## src/rtl/core/assert_macros.svh

```systemverilog
// Assertion macros used by the RTL encoder core.
`ifndef ASSERT_MACROS_SVH
`define ASSERT_MACROS_SVH

`ifndef NO_ASSERTIONS
// Check that a property holds at every rising clock edge outside reset.
`define VLQ_ASSERT(lbl, clk, rstn, prop) \
  lbl: assert property (@(posedge clk) disable iff (!rstn) (prop)) \
    else $error("vlq assertion failed");
// Check that a condition never holds outside reset.
`define VLQ_ASSERT_NEVER(lbl, clk, rstn, cond) \
  lbl: assert property (@(posedge clk) disable iff (!rstn) !(cond)) \
    else $error("vlq forbidden condition seen");
`else
`define VLQ_ASSERT(lbl, clk, rstn, prop)
`define VLQ_ASSERT_NEVER(lbl, clk, rstn, cond)
`endif

`endif

```

## src/rtl/core/vlq_pkg.sv

```systemverilog
`default_nettype none

package vlq_pkg;

  localparam int unsigned WordW   = 32;
  localparam int unsigned GroupW  = 7;
  localparam int unsigned NumGrp  = 5;
  localparam int unsigned ExtW    = GroupW * NumGrp;
  localparam int unsigned ByteW   = 8;
  localparam int unsigned CntW    = 3;
  localparam int unsigned MoreBit = 7;

  typedef logic [WordW-1:0] word_t;
  typedef logic [ByteW-1:0] byte_t;
  typedef logic [CntW-1:0]  cnt_t;

  // Byte count under the unsigned rules: smallest length that holds the value.
  function automatic cnt_t unsigned_len(input word_t v);
    cnt_t n;
    if (v[31:7] == '0) begin
      n = 3'd1;
    end else if (v[31:14] == '0) begin
      n = 3'd2;
    end else if (v[31:21] == '0) begin
      n = 3'd3;
    end else if (v[31:28] == '0) begin
      n = 3'd4;
    end else begin
      n = 3'd5;
    end
    return n;
  endfunction

  // Byte count under the signed rules: all bits above the first group's top
  // bit must be copies of the sign.
  function automatic cnt_t signed_len(input word_t v);
    cnt_t n;
    if ((&v[31:6]) || !(|v[31:6])) begin
      n = 3'd1;
    end else if ((&v[31:13]) || !(|v[31:13])) begin
      n = 3'd2;
    end else if ((&v[31:20]) || !(|v[31:20])) begin
      n = 3'd3;
    end else if ((&v[31:27]) || !(|v[31:27])) begin
      n = 3'd4;
    end else begin
      n = 3'd5;
    end
    return n;
  endfunction

endpackage

`default_nettype wire

```

## src/rtl/core/vlq_in_if.sv

```systemverilog
`default_nettype none

interface vlq_in_if;
  logic                valid;
  logic                ready;
  vlq_pkg::word_t      value_word;
  logic                is_signed;

  modport source (output valid, output value_word, output is_signed, input ready);
  modport sink   (input valid, input value_word, input is_signed, output ready);
endinterface

`default_nettype wire

```

## src/rtl/core/vlq_out_if.sv

```systemverilog
`default_nettype none

interface vlq_out_if;
  logic           valid;
  logic           ready;
  vlq_pkg::byte_t out_byte;
  logic           last_byte;

  modport source (output valid, output out_byte, output last_byte, input ready);
  modport sink   (input valid, input out_byte, input last_byte, output ready);
endinterface

`default_nettype wire

```

## src/rtl/core/vlq_integer_encoder_core.sv

```systemverilog
// The first byte of an item is valid once the item has passed the input register
// and been loaded into the output byte register; it leaves when out_o.ready is high.
// The output gives one byte per cycle while out_o.ready is high; an item is one to
// five bytes, equal to its encoded length.
// The input register takes the next item while the current one is still emitting.
// Reset (rst_ni low, asynchronous) empties both stages; data registers are not reset.
`default_nettype none
`include "assert_macros.svh"

module vlq_integer_encoder_core (
  input  wire          clk_i,
  input  wire          rst_ni,
  vlq_in_if.sink       in_i,
  vlq_out_if.source    out_o
);

  // Input stage: sign- or zero-extended word and byte count
  logic                        a_valid_q;
  logic [vlq_pkg::ExtW-1:0]    a_x_q;
  vlq_pkg::cnt_t               a_cnt_q;

  // Emit stage: word being sent and bytes still to send
  logic                        b_valid_q;
  logic [vlq_pkg::ExtW-1:0]    b_x_q;
  vlq_pkg::cnt_t               b_cnt_q;

  logic                        in_fire;
  logic                        b_fire;
  logic                        b_done;
  logic                        b_load;
  logic [vlq_pkg::ExtW-1:0]    x_ext;
  vlq_pkg::cnt_t               len;
  logic [vlq_pkg::GroupW-1:0]  grp;
  logic                        is_last;

  // Handshake decode
  assign b_fire  = b_valid_q && out_o.ready;
  assign b_done  = b_fire && (b_cnt_q == 3'd1);
  assign b_load  = a_valid_q && (!b_valid_q || b_done);
  assign in_i.ready = !a_valid_q || b_load;
  assign in_fire = in_i.valid && in_i.ready;

  // Extend to five groups and pick the length
  always_comb begin
    x_ext = {{(vlq_pkg::ExtW - vlq_pkg::WordW){in_i.is_signed && in_i.value_word[31]}},
             in_i.value_word};
    len   = in_i.is_signed ? vlq_pkg::signed_len(in_i.value_word)
                           : vlq_pkg::unsigned_len(in_i.value_word);
  end

  // Hold the accepted item until the emit stage frees up
  always_ff @(posedge clk_i or negedge rst_ni) begin
    if (!rst_ni) begin
      a_valid_q <= 1'b0;
    end else if (in_fire) begin
      a_valid_q <= 1'b1;
    end else if (b_load) begin
      a_valid_q <= 1'b0;
    end
  end

  always_ff @(posedge clk_i) begin
    if (in_fire) begin
      a_x_q   <= x_ext;
      a_cnt_q <= len;
    end
  end

  // Load a new item or advance to the next byte
  always_ff @(posedge clk_i or negedge rst_ni) begin
    if (!rst_ni) begin
      b_valid_q <= 1'b0;
    end else if (b_load) begin
      b_valid_q <= 1'b1;
    end else if (b_done) begin
      b_valid_q <= 1'b0;
    end
  end

  always_ff @(posedge clk_i) begin
    if (b_load) begin
      b_x_q   <= a_x_q;
      b_cnt_q <= a_cnt_q;
    end else if (b_fire) begin
      b_cnt_q <= b_cnt_q - 3'd1;
    end
  end

  // Select the current group, most significant first
  always_comb begin
    case (b_cnt_q)
      3'd5:    grp = b_x_q[4*vlq_pkg::GroupW +: vlq_pkg::GroupW];
      3'd4:    grp = b_x_q[3*vlq_pkg::GroupW +: vlq_pkg::GroupW];
      3'd3:    grp = b_x_q[2*vlq_pkg::GroupW +: vlq_pkg::GroupW];
      3'd2:    grp = b_x_q[1*vlq_pkg::GroupW +: vlq_pkg::GroupW];
      default: grp = b_x_q[0 +: vlq_pkg::GroupW];
    endcase
    is_last = (b_cnt_q == 3'd1);
  end

  assign out_o.valid     = b_valid_q;
  assign out_o.out_byte  = {!is_last, grp};
  assign out_o.last_byte = is_last;

  // Checks
  `VLQ_ASSERT(cnt_range_a, clk_i, rst_ni,
    b_valid_q |-> (b_cnt_q != 3'd0) && (b_cnt_q <= 3'd5))
  `VLQ_ASSERT(more_flag_a, clk_i, rst_ni,
    b_valid_q |-> (out_o.out_byte[vlq_pkg::MoreBit] == !out_o.last_byte))
  `VLQ_ASSERT(drain_a, clk_i, rst_ni,
    (b_done && !a_valid_q) |=> !b_valid_q)
  `VLQ_ASSERT_NEVER(overrun_a, clk_i, rst_ni,
    a_valid_q && !b_load && in_i.ready)

endmodule

`default_nettype wire
```

## src/flat_wrapper.sv

```systemverilog
// flat-port wrapper written by rule: the top's interface ports become plain ports
module vlq_integer_encoder_core_flat 
  (clk_i, rst_ni, in_i_valid, in_i_value_word, in_i_is_signed, in_i_ready, out_o_valid, out_o_out_byte, out_o_last_byte, out_o_ready);
  vlq_in_if in_i_i ();
  vlq_out_if out_o_i ();
  input  wire clk_i;
  input  wire rst_ni;
  input wire logic [$bits(in_i_i.valid)-1:0] in_i_valid;
  input wire logic [$bits(in_i_i.value_word)-1:0] in_i_value_word;
  input wire logic [$bits(in_i_i.is_signed)-1:0] in_i_is_signed;
  output wire logic [$bits(in_i_i.ready)-1:0] in_i_ready;
  output wire logic [$bits(out_o_i.valid)-1:0] out_o_valid;
  output wire logic [$bits(out_o_i.out_byte)-1:0] out_o_out_byte;
  output wire logic [$bits(out_o_i.last_byte)-1:0] out_o_last_byte;
  input wire logic [$bits(out_o_i.ready)-1:0] out_o_ready;
  assign in_i_i.valid = in_i_valid;
  assign in_i_i.value_word = in_i_value_word;
  assign in_i_i.is_signed = in_i_is_signed;
  assign in_i_ready = in_i_i.ready;
  assign out_o_valid = out_o_i.valid;
  assign out_o_out_byte = out_o_i.out_byte;
  assign out_o_last_byte = out_o_i.last_byte;
  assign out_o_i.ready = out_o_ready;
  vlq_integer_encoder_core u_core (.clk_i(clk_i), .rst_ni(rst_ni), .in_i(in_i_i), .out_o(out_o_i));
endmodule
```

## config.mk

```make
export PLATFORM = sky130hd
export DESIGN_NAME = vlq_integer_encoder_core_flat
export DESIGN_NICKNAME = d
export VERILOG_FILES = /design/src/rtl/core/vlq_pkg.sv /design/src/rtl/core/vlq_in_if.sv /design/src/rtl/core/vlq_out_if.sv /design/src/rtl/core/vlq_integer_encoder_core.sv /design/src/flat_wrapper.sv
export VERILOG_INCLUDE_DIRS = /design/src /design/src/rtl/core
export SDC_FILE = /design/constraint.sdc
export NUM_CORES = 1
export LEC_CHECK = 0
export ABC_CLOCK_PERIOD_IN_PS = 4800
export BUFFER_PORTS_ARGS = -buffer_cell sky130_fd_sc_hd__buf_4
export CAP_MARGIN = 20
export CORE_ASPECT_RATIO = 1.4
export CORE_MARGIN = 2
export CORE_UTILIZATION = 50
export CTS_CLUSTER_DIAMETER = 40
export DETAILED_ROUTE_END_ITERATION = 16
export PLACE_DENSITY = 0.79
export REMOVE_ABC_BUFFERS = 1
export SLEW_MARGIN = 20
export SYNTH_ARGS = -nofsm -noshare
export SYNTH_HDL_FRONTEND = slang
export SYNTH_SLANG_ARGS = --single-unit
export TNS_END_PERCENT = 50
```

## constraint.sdc

```tcl
create_clock -name clk_i -period 4.8 [get_ports clk_i]
set_input_delay 0.24 -clock clk_i [delete_from_list [all_inputs] [get_ports clk_i]]
set_output_delay 0.24 -clock clk_i [all_outputs]
set_load 0.02 [all_outputs]
```

**Word level (Yosys, flattened, before mapping)**

Cells that the tools add are included.

- Output and inout port bits: 11
- Bits in registers: 74
- Logic and storage cells: 61

- Reductions and logical operators: 33
- Add/sub/neg operators: 1
- Equality and inequality tests: 5
- Muxes and demuxes: 16

Operator list:

| cell | count |
|---|---|
| $pmux 7 s4 | 1 |
| $mux 3 | 9 |
| $reduce_and 26->1 | 1 |
| $reduce_or 26->1 | 1 |
| $logic_not 25->1 | 1 |
| $reduce_and 19->1 | 1 |
| $reduce_or 19->1 | 1 |
| $logic_not 18->1 | 1 |
| $reduce_and 12->1 | 1 |
| $reduce_or 12->1 | 1 |
| $logic_not 11->1 | 1 |
| $logic_not 1->1 | 7 |
| $eq 3x2->1 const B | 2 |
| $eq 3x3->1 const B | 2 |
| $logic_or 1x1->1 | 6 |
| $mux 1 | 6 |
| $reduce_bool 2->1 | 3 |
| $logic_and 1x1->1 | 5 |
| $reduce_and 5->1 | 1 |
| $reduce_or 5->1 | 1 |
| $logic_not 4->1 | 1 |
| $eq 3x1->1 const B | 1 |
| $sub 3x1->3 const B | 1 |

**Logic depth before layout (Yosys ltp)**

- Word-level depth: 8
- Mapped depth: 8

**Worst setup path before layout**

No wires, ideal clock.

- Path type: register to register
- Start: register u_core.b_cnt_q[1]
- End: register u_core.b_cnt_q[0] (data pin)
- Cell stages (with the launch flop): 7
- Buffers on the path: 0
- Slack: 963 ps
- Data arrival time: 3575 ps
- Period minus slack after synthesis: 3837 ps
- Library setup time: 262 ps
- Cell sequence: edfxtp_1 > inv_1 > ha_1 > nor2b_1 > nand2_1 > a21boi_1 > mux2_2

- Cells in the longest elaborated chain, start to end: 5

RTL lines:

| element | RTL line | text |
|---|---|---|
| start, declared | vlq_integer_encoder_core.sv:25 | `vlq_pkg::cnt_t b_cnt_q;` |
| start signal, assigned | vlq_integer_encoder_core.sv:83 | `b_cnt_q <= a_cnt_q;` |
| start signal, assigned | vlq_integer_encoder_core.sv:85 | `b_cnt_q <= b_cnt_q - 3'd1;` |
| $eq 3x1->1 | -- |  |
| via out_o_last_byte | flat_wrapper.sv:14 | `output wire logic [$bits(out_o_i.last_byte)-1:0] out_o_last_byte;` |
| $logic_and 1x1->1 | vlq_integer_encoder_core.sv:38 | `assign b_done = b_fire && (b_cnt_q == 3'd1);` |
| $logic_or 1x1->1 | vlq_integer_encoder_core.sv:39 | `assign b_load = a_valid_q && (!b_valid_q \|\| b_done);` |
| $logic_and 1x1->1 | vlq_integer_encoder_core.sv:39 |  |
| via u_core.b_load | vlq_integer_encoder_core.sv:30 | `logic b_load;` |
| $mux 3 | vlq_integer_encoder_core.sv:81 | `if (b_load) begin` |

The timed path passes the listed nets, and every way through them passes these cells.
A chain may end at the register's enable or synchronous reset.

**Final worst setup path**

- Start: register u_core.b_cnt_q[1]
- End: register u_core.b_cnt_q[0] (data pin)

- Cells in the longest elaborated chain, start to end: 5

RTL lines:

| element | RTL line |
|---|---|
| $eq 3x1->1 | vlq_integer_encoder_core.sv:38 |
| $logic_and 1x1->1 | vlq_integer_encoder_core.sv:38 |
| $logic_or 1x1->1 | vlq_integer_encoder_core.sv:39 |
| $logic_and 1x1->1 | vlq_integer_encoder_core.sv:39 |
| via u_core.b_load | vlq_integer_encoder_core.sv:30 |
| $mux 3 | vlq_integer_encoder_core.sv:81 |

The timed path passes the listed nets, and every way through them passes these cells.

==> impl_results.md <==
* Overall global routing resource usage at 18.5%
* Number of global-route vias before repair at roughly 1.7k
* Synthesized-area fraction occupied by adder cells at 2.18%
* RSZ-0062 raised after global routing: false
* Final weighted congestion in routability-driven placement at 0.781
* Number of vias in the routed layout at 1636
* Leakage Power at between 1 and 1.5 nW
* Number of inserted diodes at 0
* Largest net degree at the start of global routing at 37
* PortBufs at 47
* Combinational cell fraction of total power at approximately 18%
* Clock tree sinks at 74
* Simple-gate share of the synthesized area at 7.64%
* Synthesis-stage register bit count at 74
* I/O pin count at 48
* Kind of critical path: reg -> reg
* Setup crit start kind: register
* Post-Synthesis Cell Area at about 0.0029 mm²
* Type of the most critical hold path: in -> reg
* Switching part of the total power at 26.8%
* Worst-path cell chain: inv_1 > ha_1 > nor2b_1 > nand2_1 > a21boi_4 > mux2_2
* Initial antenna violation count at 0
* Total wire length after detailed routing at 5.14 mm
* Aggregate global routing overflow at 0
* DPL Wire Length at 3.85 mm
* Total number of placement rows at 32
* Die extent in x at between 60 and 70 µm
* Max Slew Vio Count at 0
* Area growth, synth to finish at 21.7%
* Portion of the clock cycle consumed by the worst path in the final layout at 52.8%
* Worst-path maximum fanout at 26
* Main synth FF type: edfxtp_1
* Global-route wire length before repair at 8.27 mm
* Maximum clock frequency at between 300 and 400 MHz
* Main combinational cell family by area after synthesis: compound AO/OA/AOI/OAI gates
* Reg2reg setup slack at 2.26 ns
* Final std cells w/o fill at 300
* Remaining DRCs at 0
* Fraction of synthesis flops using an asynchronous set or reset pin at 2.70%
* Critical path's top delay family: compound AO/OA/AOI/OAI gates
* Maximum level of the CTS H-tree at 3
* Period minus WS final at between 2 and 3 ns
* Clock power share at a little over a quarter
* TritonRoute pass-1 iters at 4
* Area of the core at 0.00553 mm²
* Clock buffer depth at 2
* Post-synthesis xor/xnor area fraction at 0.306%
* Vertical die dimension at 93.6 µm
* Switching power summed over all nets at between 0.3 and 0.4 mW
* Total of warnings raised by yosys at 0
* Headroom to the max-slew limit at between 40% and 50%
* Synthesized netlist cell count at 172
* Kind of capture point of the worst setup path: register
* Slowest library cell on the worst path: a21boi_4
* Netlist cell types at 36
* Max stage delay on crit path at 0.64 ns
* Synthesized area per cell at ~17 µm²
* Number of design-rule violations left by the first detailed-router iteration at 76
* Average wire per cell in the routed design at roughly 17 µm
* Effective utilization at floorplan at 51.9%
* Die outline area at around 0.0064 mm²
* Inst Count DP at 283
* Final hold viol count at 0
* Post-synth EDFFs at 72
* Post-CTS clock slew at the launch and capture registers of the worst setup and hold paths at 0.07 ns
* Worst supply voltage drop on vdd at 0.000236 V
* Number of nets in the final layout at 269
* Antenna-violating nets left at 0
* CTS tree: yes
* Post-CTS setup-driven buffer insertion count at 0
* Fraction of layout instances using a drive strength above 1 at 31.0%
* Number of buffer and inverter stages on the critical path at 1
* Maximum Capacitance Violations at 0
* Power density relative to cell area at 416 mW/mm²
* Run status: finished clean
* Compound-cell area share of the yosys netlist at ~10%
* Insertion delay to the later sink of the worst-skew pair at 0.33 ns
* Sequential group share of total power at 54.4%
* Required time at the worst-slack endpoint at slightly below 5 ns
* Fraction of the yosys area taken by sequential cells at 77.2%
* Cell at the root of the clock tree: clkbuf_8
* Worst clock skew on the final layout at 0.00558 ns
* Setup_tns at 0 ns
* Share of cell area taken by muxes after synthesis at 1.14%
* Number of buffers created by CTS at 9
* Slew at the pin closest to its max-slew limit at 0.766 ns
* Total of endpoints with negative setup slack in the final report at 0
* Internal power summed over all cells at between 1 and 1.5 mW
* Routed via count divided by cell count at 5.45
* Arrival time reported for the critical path endpoint at 2.62 ns
cell type report:
cell class | count | area, µm²
Sequential cell | 74 | 2210
Tap cell | 68 | 85.1
Clock buffer | 9 | 124
Clock inverter | 7 | 46.3
Timing Repair Buffer | 50 | 378
Fill cell | 406 | 2040
Inverter | 5 | 18.8
Multi-Input combinational cell | 87 | 622
Yosys cell counts (all sizes together) (4+ instances only):
library cell / count / area [µm²]
edfxtp: 72 / 2160
nand3: 10 / 50.1
nand2: 8 / 30.0
a22oi: 7 / 52.6
a21o: 5 / 37.5
a221oi: 5 / 43.8
clkbuf: 5 / 18.8
ha: 5 / 62.6
inv: 5 / 18.8
o21ai: 5 / 25.0
a21oi: 4 / 20.0
nor2: 4 / 15.0
cells by family (layout without fill, tap and decap cells):
group                    count (synthesis)  after routing
AND/OR/NAND/NOR                         40             40
flip-flops                              74             74
multiplexers                             3              3
AO/OA/AOI/OAI                           38             38
XOR/XNOR                                 1              1
buffers and inverters                   11             71
adder cells (fa/ha/maj)                  5              5
repair_timing:
item,in CTS,in global routing
endpoints found under the hold margin,2,0
hold buffers,1,0
gates resized for setup,0,0
layout by cell type (no fill, tap or decap), drive strengths merged, types with 7 or more instances in the layout:
cell type and count:
clkbuf 9, buf 49, a22oi 7, nand2 8, nand3 10, edfxtp 72
power by group through the flow:
stage / Clock (mW) / Sequential [mW] / Combinational [mW]
after global routing: 0.432 / 0.794 / 0.287
final: 0.398 / 0.789 / 0.263
after CTS: 0.409 / 0.789 / 0.267
after floorplan: 0 / 0.796 / 0.152
after detailed placement: 0 / 0.803 / 0.265
after global placement: 0 / 0.801 / 0.260
routing by layer:
layer | global-route usage (%) | routed length, µm | vias up
li1 | - | - | 797
met1 | 21.5 | 1960 | 782
met2 | 31.3 | 2890 | 48
met3 | 4.81 | 188 | 9
met4 | 8.00 | 96 | 0
met5 | 0 | 0 | -
worst reg2reg max path, delay by kind of cell, from the launching register on:
kind,cells,cell delay [ns]
adders and majority gates,1,0.30
DFF,1,0.43
AOI/OAI and AO/OA,1,0.64
and+or+nand+nor,2,0.39
buffers and inverters,1,0.12
muxes,1,0.41
stage by stage:
stage | hold WS, ns | setup WS (ns) | cell area (µm²) | total power, mW | util, %
floorplan | -0.0556 | 0.963 | 2840 | 0.947 | -
global placement | 0.0234 | 2.31 | 3310 | 1.06 | 59.8
detailed placement | 0.0228 | 2.23 | 3310 | 1.07 | 59.8
CTS | 0.0609 | 2.22 | 3490 | 1.46 | 63.1
global route | 0.0573 | 2.03 | 3490 | 1.51 | 63.1
finish | 0.0775 | 2.26 | 3490 | 1.45 | 63.1
path summary, 6_finish.rpt:
check                                            startpoint                        endpoint  depth (start not counted)
worst max-delay path            u_core.b_cnt_q[1]$_DFFE_PP_     u_core.b_cnt_q[0]$_DFFE_PP_                          6
worst min-delay path                     in_i_value_word[4]       u_core.a_x_q[4]$_DFFE_PP_                          1
max in group asynchronous                            rst_ni    u_core.a_valid_q$_DFFE_PN0P_                          2
worst min register to register   u_core.a_x_q[19]$_DFFE_PP_      u_core.b_x_q[19]$_DFFE_PP_                          0
min in group asynchronous                            rst_ni  u_core.out_o.valid$_DFFE_PN0P_                          2
worst max register to register  u_core.b_cnt_q[1]$_DFFE_PP_     u_core.b_cnt_q[0]$_DFFE_PP_                          6
flip-flops by register name, indices dropped and copies added, names as in the netlist:
| name | count |
|---|---|
| u_core.a_x_q | 33 |
| u_core.a_valid_q | 1 |
| u_core.b_cnt_q | 3 |
| u_core.out_o.valid | 1 |
| u_core.a_cnt_q | 3 |
| u_core.b_x_q | 33 |
(Power assumes the default switching activity.)
